### src/rtl/prle_pkg.sv
// ----------------------------------------------------------------------------
// prle_pkg
// Shared types and constants for the pulse to rle sample encoder.
// ----------------------------------------------------------------------------
package prle_pkg;

  // field widths fixed by the interface
  localparam int PULSE_W      = 32;
  localparam int SCALE_W      = 22;
  localparam int RUN_W        = 32;
  localparam int BYTE_W       = 8;

  // defaults and limits
  localparam int TICK_WIDTH_DEF = 32;
  localparam int QUEUE_DEPTH    = 2;
  localparam logic [SCALE_W-1:0] SCALE_RESET = SCALE_W'(79);
  localparam logic [RUN_W-1:0]   SHORT_RUN_MAX = RUN_W'(8'hff);
  localparam logic [BYTE_W-1:0]  ESCAPE_BYTE = '0;

  // input transfer payload
  typedef struct packed {
    logic [PULSE_W-1:0] pulse_ticks;
    logic               no_edge;
    logic               end_of_tape;
  } prle_in_t;

  // output transfer payload
  typedef struct packed {
    logic [BYTE_W-1:0] out_byte;
    logic              last_of_run;
  } prle_out_t;

  // classified event held in the queue
  typedef struct packed {
    logic [PULSE_W-1:0] pulse_ticks;
    logic               has_edge;
    logic               end_of_tape;
  } prle_item_t;

  // queue head handshake toward the back end
  typedef struct packed {
    logic valid;
    logic pop;
  } prle_qctl_t;

endpackage

### src/rtl/pulse_to_rle_sample_encoder.sv
// ----------------------------------------------------------------------------
// pulse_to_rle_sample_encoder
// Turns tape event durations into a run length byte stream.
// ----------------------------------------------------------------------------
//  channel   direction  handshake               payload
//  in        input      in_valid / in_stall     prle_in_t  in_data
//  out       output     out_valid / out_stall   prle_out_t out_data
//  cfg       input      cfg_wr_en               ticks_per_sample cfg_wr_data
//
//  an edge event holds the back end while the one bit per cycle divider
//  runs and then while its output bytes (none, one or five) pass through
//  the single output register, longer while out is stalled; a no-edge
//  event is taken in idle without leaving it. a two entry queue takes new
//  events while the back end works or the output is stalled.
//  rst is synchronous: it clears the balance, queue and sets the scale to 79.
// ----------------------------------------------------------------------------
module pulse_to_rle_sample_encoder
  import prle_pkg::*;
#(
  parameter int TICK_WIDTH = TICK_WIDTH_DEF
) (
  input  logic               clk,
  input  logic               rst,
  input  logic               cfg_wr_en,
  input  logic [SCALE_W-1:0] cfg_wr_data,
  input  logic               in_valid,
  output logic               in_stall,
  input  prle_in_t           in_data,
  output logic               out_valid,
  input  logic               out_stall,
  output prle_out_t          out_data
);

  prle_item_t head;
  prle_qctl_t qctl;
  logic       head_valid;
  logic       head_pop;

  assign qctl.valid = head_valid;
  assign qctl.pop   = head_pop;

  // front end: accept and queue events
  prle_front u_front (
    .clk        (clk),
    .rst        (rst),
    .in_valid   (in_valid),
    .in_stall   (in_stall),
    .in_data    (in_data),
    .head       (head),
    .head_valid (head_valid),
    .head_pop   (qctl.pop)
  );

  // back end: balance, divide and emit
  prle_back #(
    .TICK_WIDTH (TICK_WIDTH)
  ) u_back (
    .clk         (clk),
    .rst         (rst),
    .cfg_wr_en   (cfg_wr_en),
    .cfg_wr_data (cfg_wr_data),
    .head        (head),
    .qctl_in     (qctl),
    .head_pop    (head_pop),
    .out_valid   (out_valid),
    .out_stall   (out_stall),
    .out_data    (out_data)
  );

endmodule

### src/rtl/prle_front.sv
// ----------------------------------------------------------------------------
// prle_front
// Accepts tape events, classifies them and holds them in a short queue.
// ----------------------------------------------------------------------------
module prle_front
  import prle_pkg::*;
(
  input  logic       clk,
  input  logic       rst,
  input  logic       in_valid,
  output logic       in_stall,
  input  prle_in_t   in_data,
  output prle_item_t head,
  output logic       head_valid,
  input  logic       head_pop
);

  localparam int PTR_W = (QUEUE_DEPTH > 1) ? $clog2(QUEUE_DEPTH) : 1;
  localparam int CNT_W = $clog2(QUEUE_DEPTH + 1);

  prle_item_t           entries [QUEUE_DEPTH];
  logic [PTR_W-1:0]     wr_ptr;
  logic [PTR_W-1:0]     rd_ptr;
  logic [CNT_W-1:0]     fill;
  logic                 push;
  logic                 pop;
  prle_item_t           item_in;

  // classify the incoming event
  assign item_in.pulse_ticks = in_data.pulse_ticks;
  assign item_in.has_edge    = ~in_data.no_edge;
  assign item_in.end_of_tape = in_data.end_of_tape;

  assign in_stall   = (fill == CNT_W'(QUEUE_DEPTH));
  assign push       = in_valid & ~in_stall;
  assign head_valid = (fill != '0);
  assign pop        = head_pop & head_valid;
  assign head       = entries[rd_ptr];

  // queue storage
  always_ff @(posedge clk) begin
    if (push) begin
      entries[wr_ptr] <= item_in;
    end
  end

  // pointers and fill count
  always_ff @(posedge clk) begin
    if (rst) begin
      wr_ptr <= '0;
      rd_ptr <= '0;
      fill   <= '0;
    end else begin
      if (push) begin
        wr_ptr <= (wr_ptr == PTR_W'(QUEUE_DEPTH - 1)) ? '0 : wr_ptr + 1'b1;
      end
      if (pop) begin
        rd_ptr <= (rd_ptr == PTR_W'(QUEUE_DEPTH - 1)) ? '0 : rd_ptr + 1'b1;
      end
      if (push && !pop) begin
        fill <= fill + 1'b1;
      end else if (pop && !push) begin
        fill <= fill - 1'b1;
      end
    end
  end

endmodule

### src/rtl/prle_div.sv
// ----------------------------------------------------------------------------
// prle_div
// Restoring divider, one quotient bit per cycle.
// ----------------------------------------------------------------------------
module prle_div
  import prle_pkg::*;
#(
  parameter int TICK_WIDTH = TICK_WIDTH_DEF
) (
  input  logic                  clk,
  input  logic                  rst,
  input  logic                  start,
  input  logic [TICK_WIDTH-1:0] dividend,
  input  logic [SCALE_W-1:0]    divisor,
  output logic                  done,
  output logic [TICK_WIDTH-1:0] quotient,
  output logic [SCALE_W-1:0]    remainder
);

  localparam int CNT_W = $clog2(TICK_WIDTH + 1);

  logic [SCALE_W-1:0]    dvs;
  logic [CNT_W-1:0]      cnt;
  logic                  busy;
  logic [SCALE_W:0]      trial;
  logic                  fits;

  // one shift and trial subtract
  assign trial = {remainder, quotient[TICK_WIDTH-1]};
  assign fits  = (trial >= {1'b0, dvs});

  // datapath
  always_ff @(posedge clk) begin
    if (start) begin
      quotient  <= dividend;
      remainder <= '0;
      dvs       <= divisor;
    end else if (busy) begin
      quotient  <= {quotient[TICK_WIDTH-2:0], fits};
      remainder <= fits ? SCALE_W'(trial - {1'b0, dvs}) : trial[SCALE_W-1:0];
    end
  end

  // step control
  always_ff @(posedge clk) begin
    if (rst) begin
      busy <= 1'b0;
      cnt  <= '0;
      done <= 1'b0;
    end else begin
      done <= 1'b0;
      if (start) begin
        busy <= 1'b1;
        cnt  <= CNT_W'(TICK_WIDTH);
      end else if (busy) begin
        cnt <= cnt - 1'b1;
        if (cnt == CNT_W'(1)) begin
          busy <= 1'b0;
          done <= 1'b1;
        end
      end
    end
  end

endmodule

### src/rtl/prle_back.sv
// ----------------------------------------------------------------------------
// prle_back
// Keeps the tick balance, divides on edges and emits the run length bytes.
// ----------------------------------------------------------------------------
module prle_back
  import prle_pkg::*;
#(
  parameter int TICK_WIDTH = TICK_WIDTH_DEF
) (
  input  logic               clk,
  input  logic               rst,
  input  logic               cfg_wr_en,
  input  logic [SCALE_W-1:0] cfg_wr_data,
  input  prle_item_t         head,
  input  prle_qctl_t         qctl_in,
  output logic               head_pop,
  output logic               out_valid,
  input  logic               out_stall,
  output prle_out_t          out_data
);

  localparam logic [1:0] ST_IDLE = 2'd0;
  localparam logic [1:0] ST_DIV  = 2'd1;
  localparam logic [1:0] ST_EMIT = 2'd2;

  logic [1:0]            state;
  logic [SCALE_W-1:0]    ticks_per_sample;
  logic [TICK_WIDTH-1:0] tick_balance;
  logic [TICK_WIDTH-1:0] balance_sum;
  logic                  eot;
  logic [RUN_W-1:0]      run;
  logic                  long_run;
  logic [2:0]            byte_idx;
  logic                  div_start;
  logic                  div_done;
  logic [TICK_WIDTH-1:0] div_quo;
  logic [SCALE_W-1:0]    div_rem;
  logic [SCALE_W-1:0]    divisor;
  logic                  out_free;
  logic [BYTE_W-1:0]     next_byte;
  logic                  next_last;

  assign balance_sum = tick_balance + head.pulse_ticks[TICK_WIDTH-1:0];
  assign divisor     = (ticks_per_sample == '0) ? SCALE_W'(1) : ticks_per_sample;
  assign head_pop    = (state == ST_IDLE) & qctl_in.valid;
  assign div_start   = head_pop & head.has_edge;
  assign out_free    = ~out_valid | ~out_stall;

  prle_div #(
    .TICK_WIDTH (TICK_WIDTH)
  ) u_div (
    .clk       (clk),
    .rst       (rst),
    .start     (div_start),
    .dividend  (balance_sum),
    .divisor   (divisor),
    .done      (div_done),
    .quotient  (div_quo),
    .remainder (div_rem)
  );

  // byte selection for the current emit step
  always_comb begin
    next_last = 1'b1;
    next_byte = run[BYTE_W-1:0];
    if (long_run) begin
      next_last = (byte_idx == 3'd4);
      case (byte_idx)
        3'd0:    next_byte = ESCAPE_BYTE;
        3'd1:    next_byte = run[7:0];
        3'd2:    next_byte = run[15:8];
        3'd3:    next_byte = run[23:16];
        3'd4:    next_byte = run[31:24];
        default: next_byte = ESCAPE_BYTE;
      endcase
    end
  end

  // scale register
  always_ff @(posedge clk) begin
    if (rst) begin
      ticks_per_sample <= SCALE_RESET;
    end else if (cfg_wr_en) begin
      ticks_per_sample <= cfg_wr_data;
    end
  end

  // run and output payload
  always_ff @(posedge clk) begin
    if (state == ST_DIV && div_done) begin
      run      <= RUN_W'(div_quo);
      long_run <= (RUN_W'(div_quo) > SHORT_RUN_MAX);
    end
    if (state == ST_EMIT && out_free) begin
      out_data.out_byte    <= next_byte;
      out_data.last_of_run <= next_last;
    end
  end

  // control: balance, sequencing and output valid
  always_ff @(posedge clk) begin
    if (rst) begin
      state        <= ST_IDLE;
      tick_balance <= '0;
      eot          <= 1'b0;
      byte_idx     <= '0;
      out_valid    <= 1'b0;
    end else begin
      // hold a stalled byte, load a new one on an emit step
      out_valid <= (out_valid & out_stall) | ((state == ST_EMIT) & out_free);
      case (state)
        ST_IDLE: begin
          if (head_pop) begin
            eot <= head.end_of_tape;
            if (head.has_edge) begin
              state <= ST_DIV;
            end else begin
              tick_balance <= head.end_of_tape ? '0 : balance_sum;
            end
          end
        end
        ST_DIV: begin
          if (div_done) begin
            tick_balance <= eot ? '0 : TICK_WIDTH'(div_rem);
            byte_idx     <= '0;
            state        <= (div_quo == '0) ? ST_IDLE : ST_EMIT;
          end
        end
        ST_EMIT: begin
          if (out_free) begin
            byte_idx <= byte_idx + 1'b1;
            if (next_last) begin
              state <= ST_IDLE;
            end
          end
        end
        default: begin
          state <= ST_IDLE;
        end
      endcase
    end
  end

endmodule

### config.mk
export PLATFORM = sky130hd
export DESIGN_NAME = pulse_to_rle_sample_encoder
export DESIGN_NICKNAME = d
export VERILOG_FILES = /design/src/rtl/prle_pkg.sv /design/src/rtl/pulse_to_rle_sample_encoder.sv /design/src/rtl/prle_front.sv /design/src/rtl/prle_div.sv /design/src/rtl/prle_back.sv
export SDC_FILE = /design/constraint.sdc
export NUM_CORES = 1
export LEC_CHECK = 0
export BUFFER_PORTS_ARGS = -buffer_cell sky130_fd_sc_hd__buf_2
export CAP_MARGIN = 20
export CORE_AREA = 3 3 127 221
export DETAILED_ROUTE_END_ITERATION = 7
export DIE_AREA = 0 0 130 224
export PLACE_DENSITY = 0.64
export SETUP_SLACK_MARGIN = 0.1
export SLEW_MARGIN = 25
export SYNTH_ARGS = -nofsm -noshare
export SYNTH_HDL_FRONTEND = slang
export SYNTH_SLANG_ARGS = --single-unit
### constraint.sdc
create_clock -name clk -period 10 [get_ports clk]
set_clock_uncertainty 0.2 [all_clocks]
set_input_delay 1 -clock clk [delete_from_list [all_inputs] [get_ports clk]]
set_output_delay 1 -clock clk [all_outputs]
set_load 0.01 [all_outputs]
======== Word-level counts from Yosys, hierarchy flattened ========
Memory sizes are Yosys's and may differ from the RTL's. A register that Yosys moved wholly into a read port is not among the register bits.
Cells that the tools add are included.
storage, ports and cells
  output and inout port bits .............. 11
  register bits after elaboration ......... 191
  input port bits ......................... 61
  RAM bits ................................ 68
  logic and storage cells ................. 114
  memories kept ........................... 1
memories
  memory           depth  width  read ports  clocked after memory_dff  write ports  RTL line          text
  u_front.entries  2      34     1           1                         1            prle_front.sv:21  prle_item_t entries [QUEUE_DEPTH];
cells by class
  multiplexer cells ....................... 36
  add/sub/neg operators ................... 8
  eq/ne operators ......................... 14
  order comparisons ....................... 2
  bitwise logic cells ..................... 13
  reductions and logical operators ........ 20
operators with widths
  cell                                                             number
  two-way mux 32 bit                                               6
  case mux 32 bit (2 select lines)                                 1
  two-way mux 22 bit                                               2
  adder 32 bit                                                     1
  greater-than comparator 32 x 8 -> 1 bit (second input constant)  1
  zero test 32 bit                                                 1
  case mux 8 bit (4 select lines)                                  1
  greater-or-equal comparator 23 x 22 -> 1 bit                     1
  zero test 22 bit                                                 1
  subtractor 22 bit                                                1
  two-way mux 2 bit                                                8
  two-way mux 6 bit                                                2
  two-way mux 1 bit                                                11
  nonzero test 2 bit                                               5
  two-way mux 8 bit                                                1
  inequality test 2 x 1 -> 1 bit (second input constant)           4
  AND 1 bit                                                        6
  equality test 3 x 2 -> 1 bit (second input constant)             2
  equality test 6 x 1 -> 1 bit (second input constant)             1
  two-way mux 3 bit                                                2
  case mux 2 bit (3 select lines)                                  1
  case mux 3 bit (2 select lines)                                  1
  subtractor 6 x 1 -> 6 bit (second input constant)                1
  inverter 1 bit                                                   5
  other kinds (19)                                                 27

======== Logic depth before layout (Yosys ltp) ========
Gate-level depths: netlist of run 1.
  depth in word-level cells ............... 7
  gate-level depth with buffers ........... 14
  mapped depth without buffers ............ 12

======== Cells and area by module ========
A second synthesis of run 1 with hierarchy kept.
unflattened totals
  cell total of the unflattened synthesis .. 1200
  area, all modules ....................... 13216.4 µm²
modules (own cells, without submodules)
  module      instances  cells an instance  area each (µm²)
  prle_back   1          652                5997.0
  prle_div    1          416                4550.6
  prle_front  1          132                2668.8

======== Least setup slack after synthesis of run 1 ========
Ideal clock, no wire load.
  path kind ............................... reg-to-reg
  from .................................... register with a tool-made name
  to ...................................... register u_back.u_div.quotient[26], data pin
  stages on the path, launching flop included .. 14
  library setup time ...................... 0.260 ns
  arrival time ............................ 3.385 ns
  data required time ...................... 9.540 ns
  path slack .............................. 6.155 ns
  path buffers ............................ 2
  cells stage by stage .................... dfxtp_1 clkbuf_1 clkbuf_1 mux2_2 fa_1 a211oi_1 o21ai_1 nand4_1 a21oi_1 o2111a_1 o41a_1 nor2_1 xnor2_1 mux2_2
RTL lines
  what                  RTL line        text
  end signal, assigned  prle_div.sv:35  quotient <= dividend;
  end signal, assigned  prle_div.sv:39  quotient <= {quotient[TICK_WIDTH-2:0], fits};
  end, declared         prle_div.sv:16  output logic [TICK_WIDTH-1:0] quotient,

==> results.toml, run 1 <==
[global_routing]
grt_overflow = 0
grt_pass1_wl_mm = 45.1
grt_antenna_before_repair = 0
grt_use_total_pct = 19.7
grt_pass1_vias = 8781
grt_max_degree = 62

[setup_path]
worst_ep_arrival_time_ns = 4.74
crit_path_max_fanout = 23
startpoint_type = "register"
slowest_delay_ns = 0.70
worstSetupPathType = "register to register"
crit_chain = "buf_4 -> mux2_2 -> ha_1 -> fa_1 -> a211oi_1 -> o21ai_1 -> nand4_1 -> a21oi_1 -> o2111a_1 -> o41a_1 -> nor2_1 -> xnor2_1 -> mux2_2"
critPathSlowestCell = "dfxtp_1"
worst_setup_path_end_kind = "register"
worst_path_most_repeated_cell = "mux2_2"
critical_path_required_ns = 10.08

[detailed_routing]
route.detailed.drc = 0
first_pass_iters = 5
drt-total-wl_mm = 28.5
avgRoutedWirePerCell_microns = 18.4
drt_iter0_drc = 435
vias_per_cell = 5.63
ant_nets = 0
vias = 8701

[clock_network]
holdBufCountCts = 0
cts_sinks = 260
clock_latency_ns = 0.53
cts_tree = "done"
cts_buffer_depth = 3
h-tree-depth = 1
cts_setup_buffers = 0
clock-root-buffer = "clkbuf_16"
post_cts_resized = 0
numCtsBuffers = 24
clk_pin_slew_ns = 0.07

[yosys]
synth_seq_cells = 260
synth_largest_area_cell = "edfxtp_1"
synth.area.top_cells = "edfxtp_1 (39%), dfxtp_1 (15%), ha_1 (6.0%)"
synth-main-ff-cell = "edfxtp_1"
synth_cell_types = 67
synth_nets = 1292
synthCells = 1168
syn_avg_cell_area_sq_um = 10.8
yosys-top-cells-count = "edfxtp_1 (164), nand2_1 (133), dfxtp_1 (96), a21oi_1 (86), nor2_1 (73)"
ys_seq_area_share_pct = 54.1
yosys.cell_count.top_type = "edfxtp_1"
synth-edff-count = 164
async_flop_share_pct = 0
yosysWarnings = 0
synth_top_area_share_pct = 38.9
syn_area_sq_um = 12700

[min_path]
min_path_type = "register to register"

[floorplan]
dieWidth_microns = 130
dieArea_sq_um = 29100
rows = 79
core_area_sq_um = 26600
die_height_microns = 224
io_pins = 72
start_util_pct = 47.6

[cells_and_area]
final_core_util_pct = 52.5
finalNetCount = 1328
antenna_cells = 0
area_delta_synth_final_pct = 10.3
drive_above_1_share_pct = 14.0
final_area_sq_um = 14000

[timing]
worst_pin_slew_ns = 0.977
slew_violations = 0
setup_tns_ns = 0
fin_crit_sh_pct = 46.6
min_period_ns = 4.66
rsz0062_at_grt = "no"
max_freq_mhz = 215
finalSetupViolations = 0
finalHoldViolations = 0
maxSlewHeadroom_pct = 34.9

[flow_run]
drv_cap = 0

[place]
place_area_sq_um = 13200
gp_congestion = 0.938
numPortBuffers = 71
dp_hpwl_mm = 21.4

[power]
p_leak_nw = 5.46
p_per_area_nw_per_um2 = 293
p_total_mw = 4.09
ir_drop_uv = 165

[outcome]
outcome = "finished, final reports clean"
==> final timing paths <==
path / start / end / slack, ns / cells past startpoint
worst min-delay path: u_back.ticks_per_sample[10] / u_back.u_div.dvs[10] / 0.25 / 0
worst max register to register: register / u_back.u_div.quotient[26] / 5.34 / 13
worst min register to register: u_back.ticks_per_sample[10] / u_back.u_div.dvs[10] / 0.25 / 0
worst max-delay path: register / u_back.u_div.quotient[26] / 5.34 / 13
==> layout by cell type, fill, tap and decap left out, types with 5 or more instances in the layout <==
cell type / instances
clkbuf_1: 8
inv_1: 47
nor3_1: 20
nand3b_1: 5
xor2_1: 22
o31ai_1: 5
ha_1: 61
xnor2_1: 31
nor2b_1: 12
nor4_1: 13
or3_1: 5
buf_4: 10
nand3_1: 23
o22ai_1: 7
dfxtp_1: 96
nand4_1: 10
and3_1: 9
mux2_2: 40
edfxtp_1: 164
a211oi_1: 7
a222oi_1: 8
nand2b_1: 13
o21ai_1: 8
a21o_1: 24
o21bai_1: 8
clkinv_1: 5
buf_2: 71
mux2i_1: 29
clkbuf_16: 25
nor2_1: 72
o21ai_0: 54
a22o_1: 8
a31oi_1: 19
a21oi_1: 86
nand2_1: 133
==> metrics by stage <==
| stage | worst slack, ns | hold slack, ns | std cells |
|---|---|---|---|
| 6_report | 5.34 | 0.254 | 1546 |
| 5_1_grt | 5.07 | 0.278 | 1546 |
| 4_1_cts | 5.31 | 0.256 | 1546 |
| 3_5_place_dp | 5.34 | 0.241 | 1502 |
| 3_3_place_gp | 5.45 | 0.240 | 1501 |
| 2_1_floorplan | 6.15 | 0.232 | 1168 |
==> where the power goes <==
| group | switching, mW | internal, mW |
|---|---|---|
| combinational | 0.924 | 0.622 |
| clock | 0.393 | 0.486 |
| sequential | 0.197 | 1.47 |
==> metal layers <==
layer | up-vias | wire [microns] | GRT usage (%)
li1 | 4319 | - | -
met1 | 4165 | 10300 | 20.4
met2 | 144 | 15900 | 37.9
met3 | 73 | 931 | 2.43
met4 | 0 | 1340 | 9.33
met5 | - | 0 | 0
==> worst max-delay path: cells and delay by family, from the launching register on <==
family	cells	cell delay [ns]
and+or+nand+nor	2	0.36
adders and majority gates	2	0.66
muxes	2	0.64
DFF	1	0.70
buffers and inverters	1	0.43
xor gates and xnor gates	1	0.11
AOI/OAI and AO/OA	5	1.29
==> cell type report <==
type                            instances  area, sq um
Sequential cell                       260         6850
Tap cell                              324          405
Clock buffer                           33          656
Clock inverter                         11         82.6
Multi-Input combinational cell        788         5340
Inverter                               48          180
Timing Repair Buffer                   82          458
Fill cell                            2352        12600
==> sequential cells by signal (all words and copies together) (netlist names), named ones only <==
register	count
u_front.entries	68
u_back.run	32
u_back.tick_balance	32
u_back.u_div.quotient	32
u_back.ticks_per_sample	22
u_back.u_div.dvs	22
u_back.u_div.remainder	22
u_back.out_data	9
u_back.u_div.cnt	6
u_back.byte_idx	3
u_back.state	2
u_front.fill	2
u_back.eot	1
u_back.long_run	1
u_back.out_valid	1
u_back.u_div.busy	1
u_back.u_div.done	1
u_front.rd_ptr	1
u_front.wr_ptr	1
==> kinds of logic (layout without fill, tap and decap cells) <==
logic type / after synthesis / after routing / synth area share [%]
multiplexers: 69 / 69 / 5.85
buffers and inverters: 120 / 174 / 3.79
XOR/XNOR: 53 / 53 / 3.67
flip-flops: 260 / 260 / 54.1
AO/OA/AOI/OAI: 272 / 272 / 14.1
adder cells (fa/ha/maj): 63 / 63 / 6.34
AND/OR/NAND/NOR: 331 / 331 / 12.2
No activity file was read; power rests on OpenSTA's default activity.
==> run 2: changes to the inputs <==
--- a/config.mk
+++ b/config.mk
@@ -10,7 +10,7 @@
 export CORE_AREA = 3 3 127 221
 export DETAILED_ROUTE_END_ITERATION = 7
 export DIE_AREA = 0 0 130 224
-export PLACE_DENSITY = 0.64
+export PLACE_DENSITY = 0.66
 export SETUP_SLACK_MARGIN = 0.1
 export SLEW_MARGIN = 25
 export SYNTH_ARGS = -nofsm -noshare
==> constraint.sdc (replaced) <==
create_clock -name clk -period 3.97 [get_ports clk]
set_clock_uncertainty 0.2 [all_clocks]
set_input_delay 0.397 -clock clk [delete_from_list [all_inputs] [get_ports clk]]
set_output_delay 0.397 -clock clk [all_outputs]
set_load 0.01 [all_outputs]
==> results.toml, run 2 (synthesis gave the netlist of run 1 again) <==
[floorplan]
core_area_sq_um = 26600
dieArea_sq_um = 29100
start_util_pct = 47.6
dieWidth_microns = 130
rows = 79
io_pins = 72
die_height_microns = 224

[timing]
slew_violations = 0
worst_pin_slew_ns = 0.960
setup_tns_ns = 0
rsz0062_at_grt = "no"
min_period_ns = 3.68
fin_crit_sh_pct = 92.8
finalHoldViolations = 0
max_freq_mhz = 272
finalSetupViolations = 0
maxSlewHeadroom_pct = 36.0

[power]
p_sw_mw = 3.98
switching_share_pct = 37.1
p_leak_nw = 5.82
ir_drop_uv = 509
p_int_mw = 6.74
p_per_area_nw_per_um2 = 727
sequentialPowerShare_pct = 39.1
combPwrFrac_pct = 37.7
p_clk_share_pct = 23.2

[setup_path]
crit_path_max_fanout = 3
startpoint_type = "register"
worst_ep_arrival_time_ns = 3.76
worst_setup_path_end_kind = "register"
worstSetupPathType = "register to register"
critical_path_required_ns = 4.04

[clock_network]
cts_buffer_depth = 3
numCtsBuffers = 24
cts_sinks = 260
clock_latency_ns = 0.54
clk_pin_slew_ns = 0.07
cts_tree = "done"
h-tree-depth = 1
clock-root-buffer = "clkbuf_16"
cts_setup_buffers = 0

[detailed_routing]
route.detailed.drc = 0
ant_nets = 0
avgRoutedWirePerCell_microns = 18.8
vias_per_cell = 5.59
drt_iter0_drc = 498
drt-total-wl_mm = 30.3
first_pass_iters = 5
vias = 9012

[global_routing]
use_met3_pct = 1.98
grt_use_total_pct = 20.9
grt_use_met1_pct = 21.3
grt_max_degree = 60
grt_pass1_vias = 8987
grt_pass1_wl_mm = 47.2
grt_overflow = 0
met2_usage_pct = 40.6
grt_antenna_before_repair = 0
top_usage_layer = "met2"

[cells_and_area]
final_cells = 1611
largest_reg_flops = 68
area_delta_synth_final_pct = 16.5
drive_above_1_share_pct = 15.2
final_common_cell = "edfxtp_1"
nFillCells = 2238
antenna_cells = 0
most-common-layout-cells = "edfxtp_1 (164), nand2_1 (133), dfxtp_1 (96), a21oi_1 (84), nor2_1 (72)"
largest-register = "u_front.entries"
finalNetCount = 1393

[min_path]
min_path_type = "input port to register"

[flow_run]
drv_cap = 0

[place]
gp_congestion = 0.927
numPortBuffers = 71
dp_hpwl_mm = 22.2
dp.cells = 1510

[outcome]
outcome = "finished, final reports clean"
run 2: area by class of cell:
cell class	instances	area (sq um)	share of cell area, %
Sequential cell	260	6850	46.4
Clock buffer	29	661	4.48
Timing Repair Buffer	147	1100	7.47
Multi-Input combinational cell	788	5370	36.4
Tap cell	324	405	2.75
Clock inverter	15	188	1.27
Inverter	48	180	1.22
run 2: critical path: stages (launching register included):
cell,delay (ns)
dfxtp_1,0.33
mux2_2,0.33
ha_1,0.23
fa_1,0.44
a211oi_2,0.25
o21ai_1,0.14
nand4_1,0.18
a21oi_1,0.12
o2111a_1,0.27
o41a_1,0.44
o21ai_1,0.16
mux2i_1,0.24
o21ai_0,0.09
run 2: routing by layer:
layer  vias up  wire length [microns]
met4         0                   1580
met5         -                      0
li1       4460                      -
met1      4312                  10800
met2       163                  17200
met3        77                    797
run 2: final timing paths:
check / from / to / slack (ns) / cells past startpoint
setup / recovery: register / u_back.u_div.quotient[28] / 0.29 / 12
hold / removal: in_valid / u_front.wr_ptr / 0.11 / 4
setup reg to reg: register / u_back.u_div.quotient[28] / 0.29 / 12
hold reg to reg: u_back.ticks_per_sample[8] / u_back.u_div.dvs[8] / 0.26 / 0
run 2: per-stage QoR:
step	total power [mW]	cell area [sq um]	hold slack [ns]	utilization, %	setup slack (ns)
final	10.7	14700	0.108	55.5	0.287
after global routing	11.4	14700	0.141	55.5	0.0821
after CTS	10.8	14700	0.0919	55.4	0.227
after detailed placement	8.23	13300	0.243	50.0	0.235
after global placement	8.15	13300	0.238	49.9	0.285
after floorplan	7.15	12700	0.232	-	0.125
run 2: power by group through the flow:
| stage | combinational [mW] | sequential, mW | clock (mW) |
|---|---|---|---|
| after global routing | 4.52 | 4.25 | 2.62 |
| after detailed placement | 3.99 | 4.24 | 0 |
| final | 4.04 | 4.19 | 2.49 |
| after global placement | 3.92 | 4.23 | 0 |
| after floorplan | 3.14 | 4.01 | 0 |
| after CTS | 4.04 | 4.19 | 2.53 |
run 2: timing repair:
item	4_1_cts	5_1_grt
hold buffers	57	0
setup endpoints to repair	0	6
resized for setup	0	5
endpoints found under the hold margin	91	0
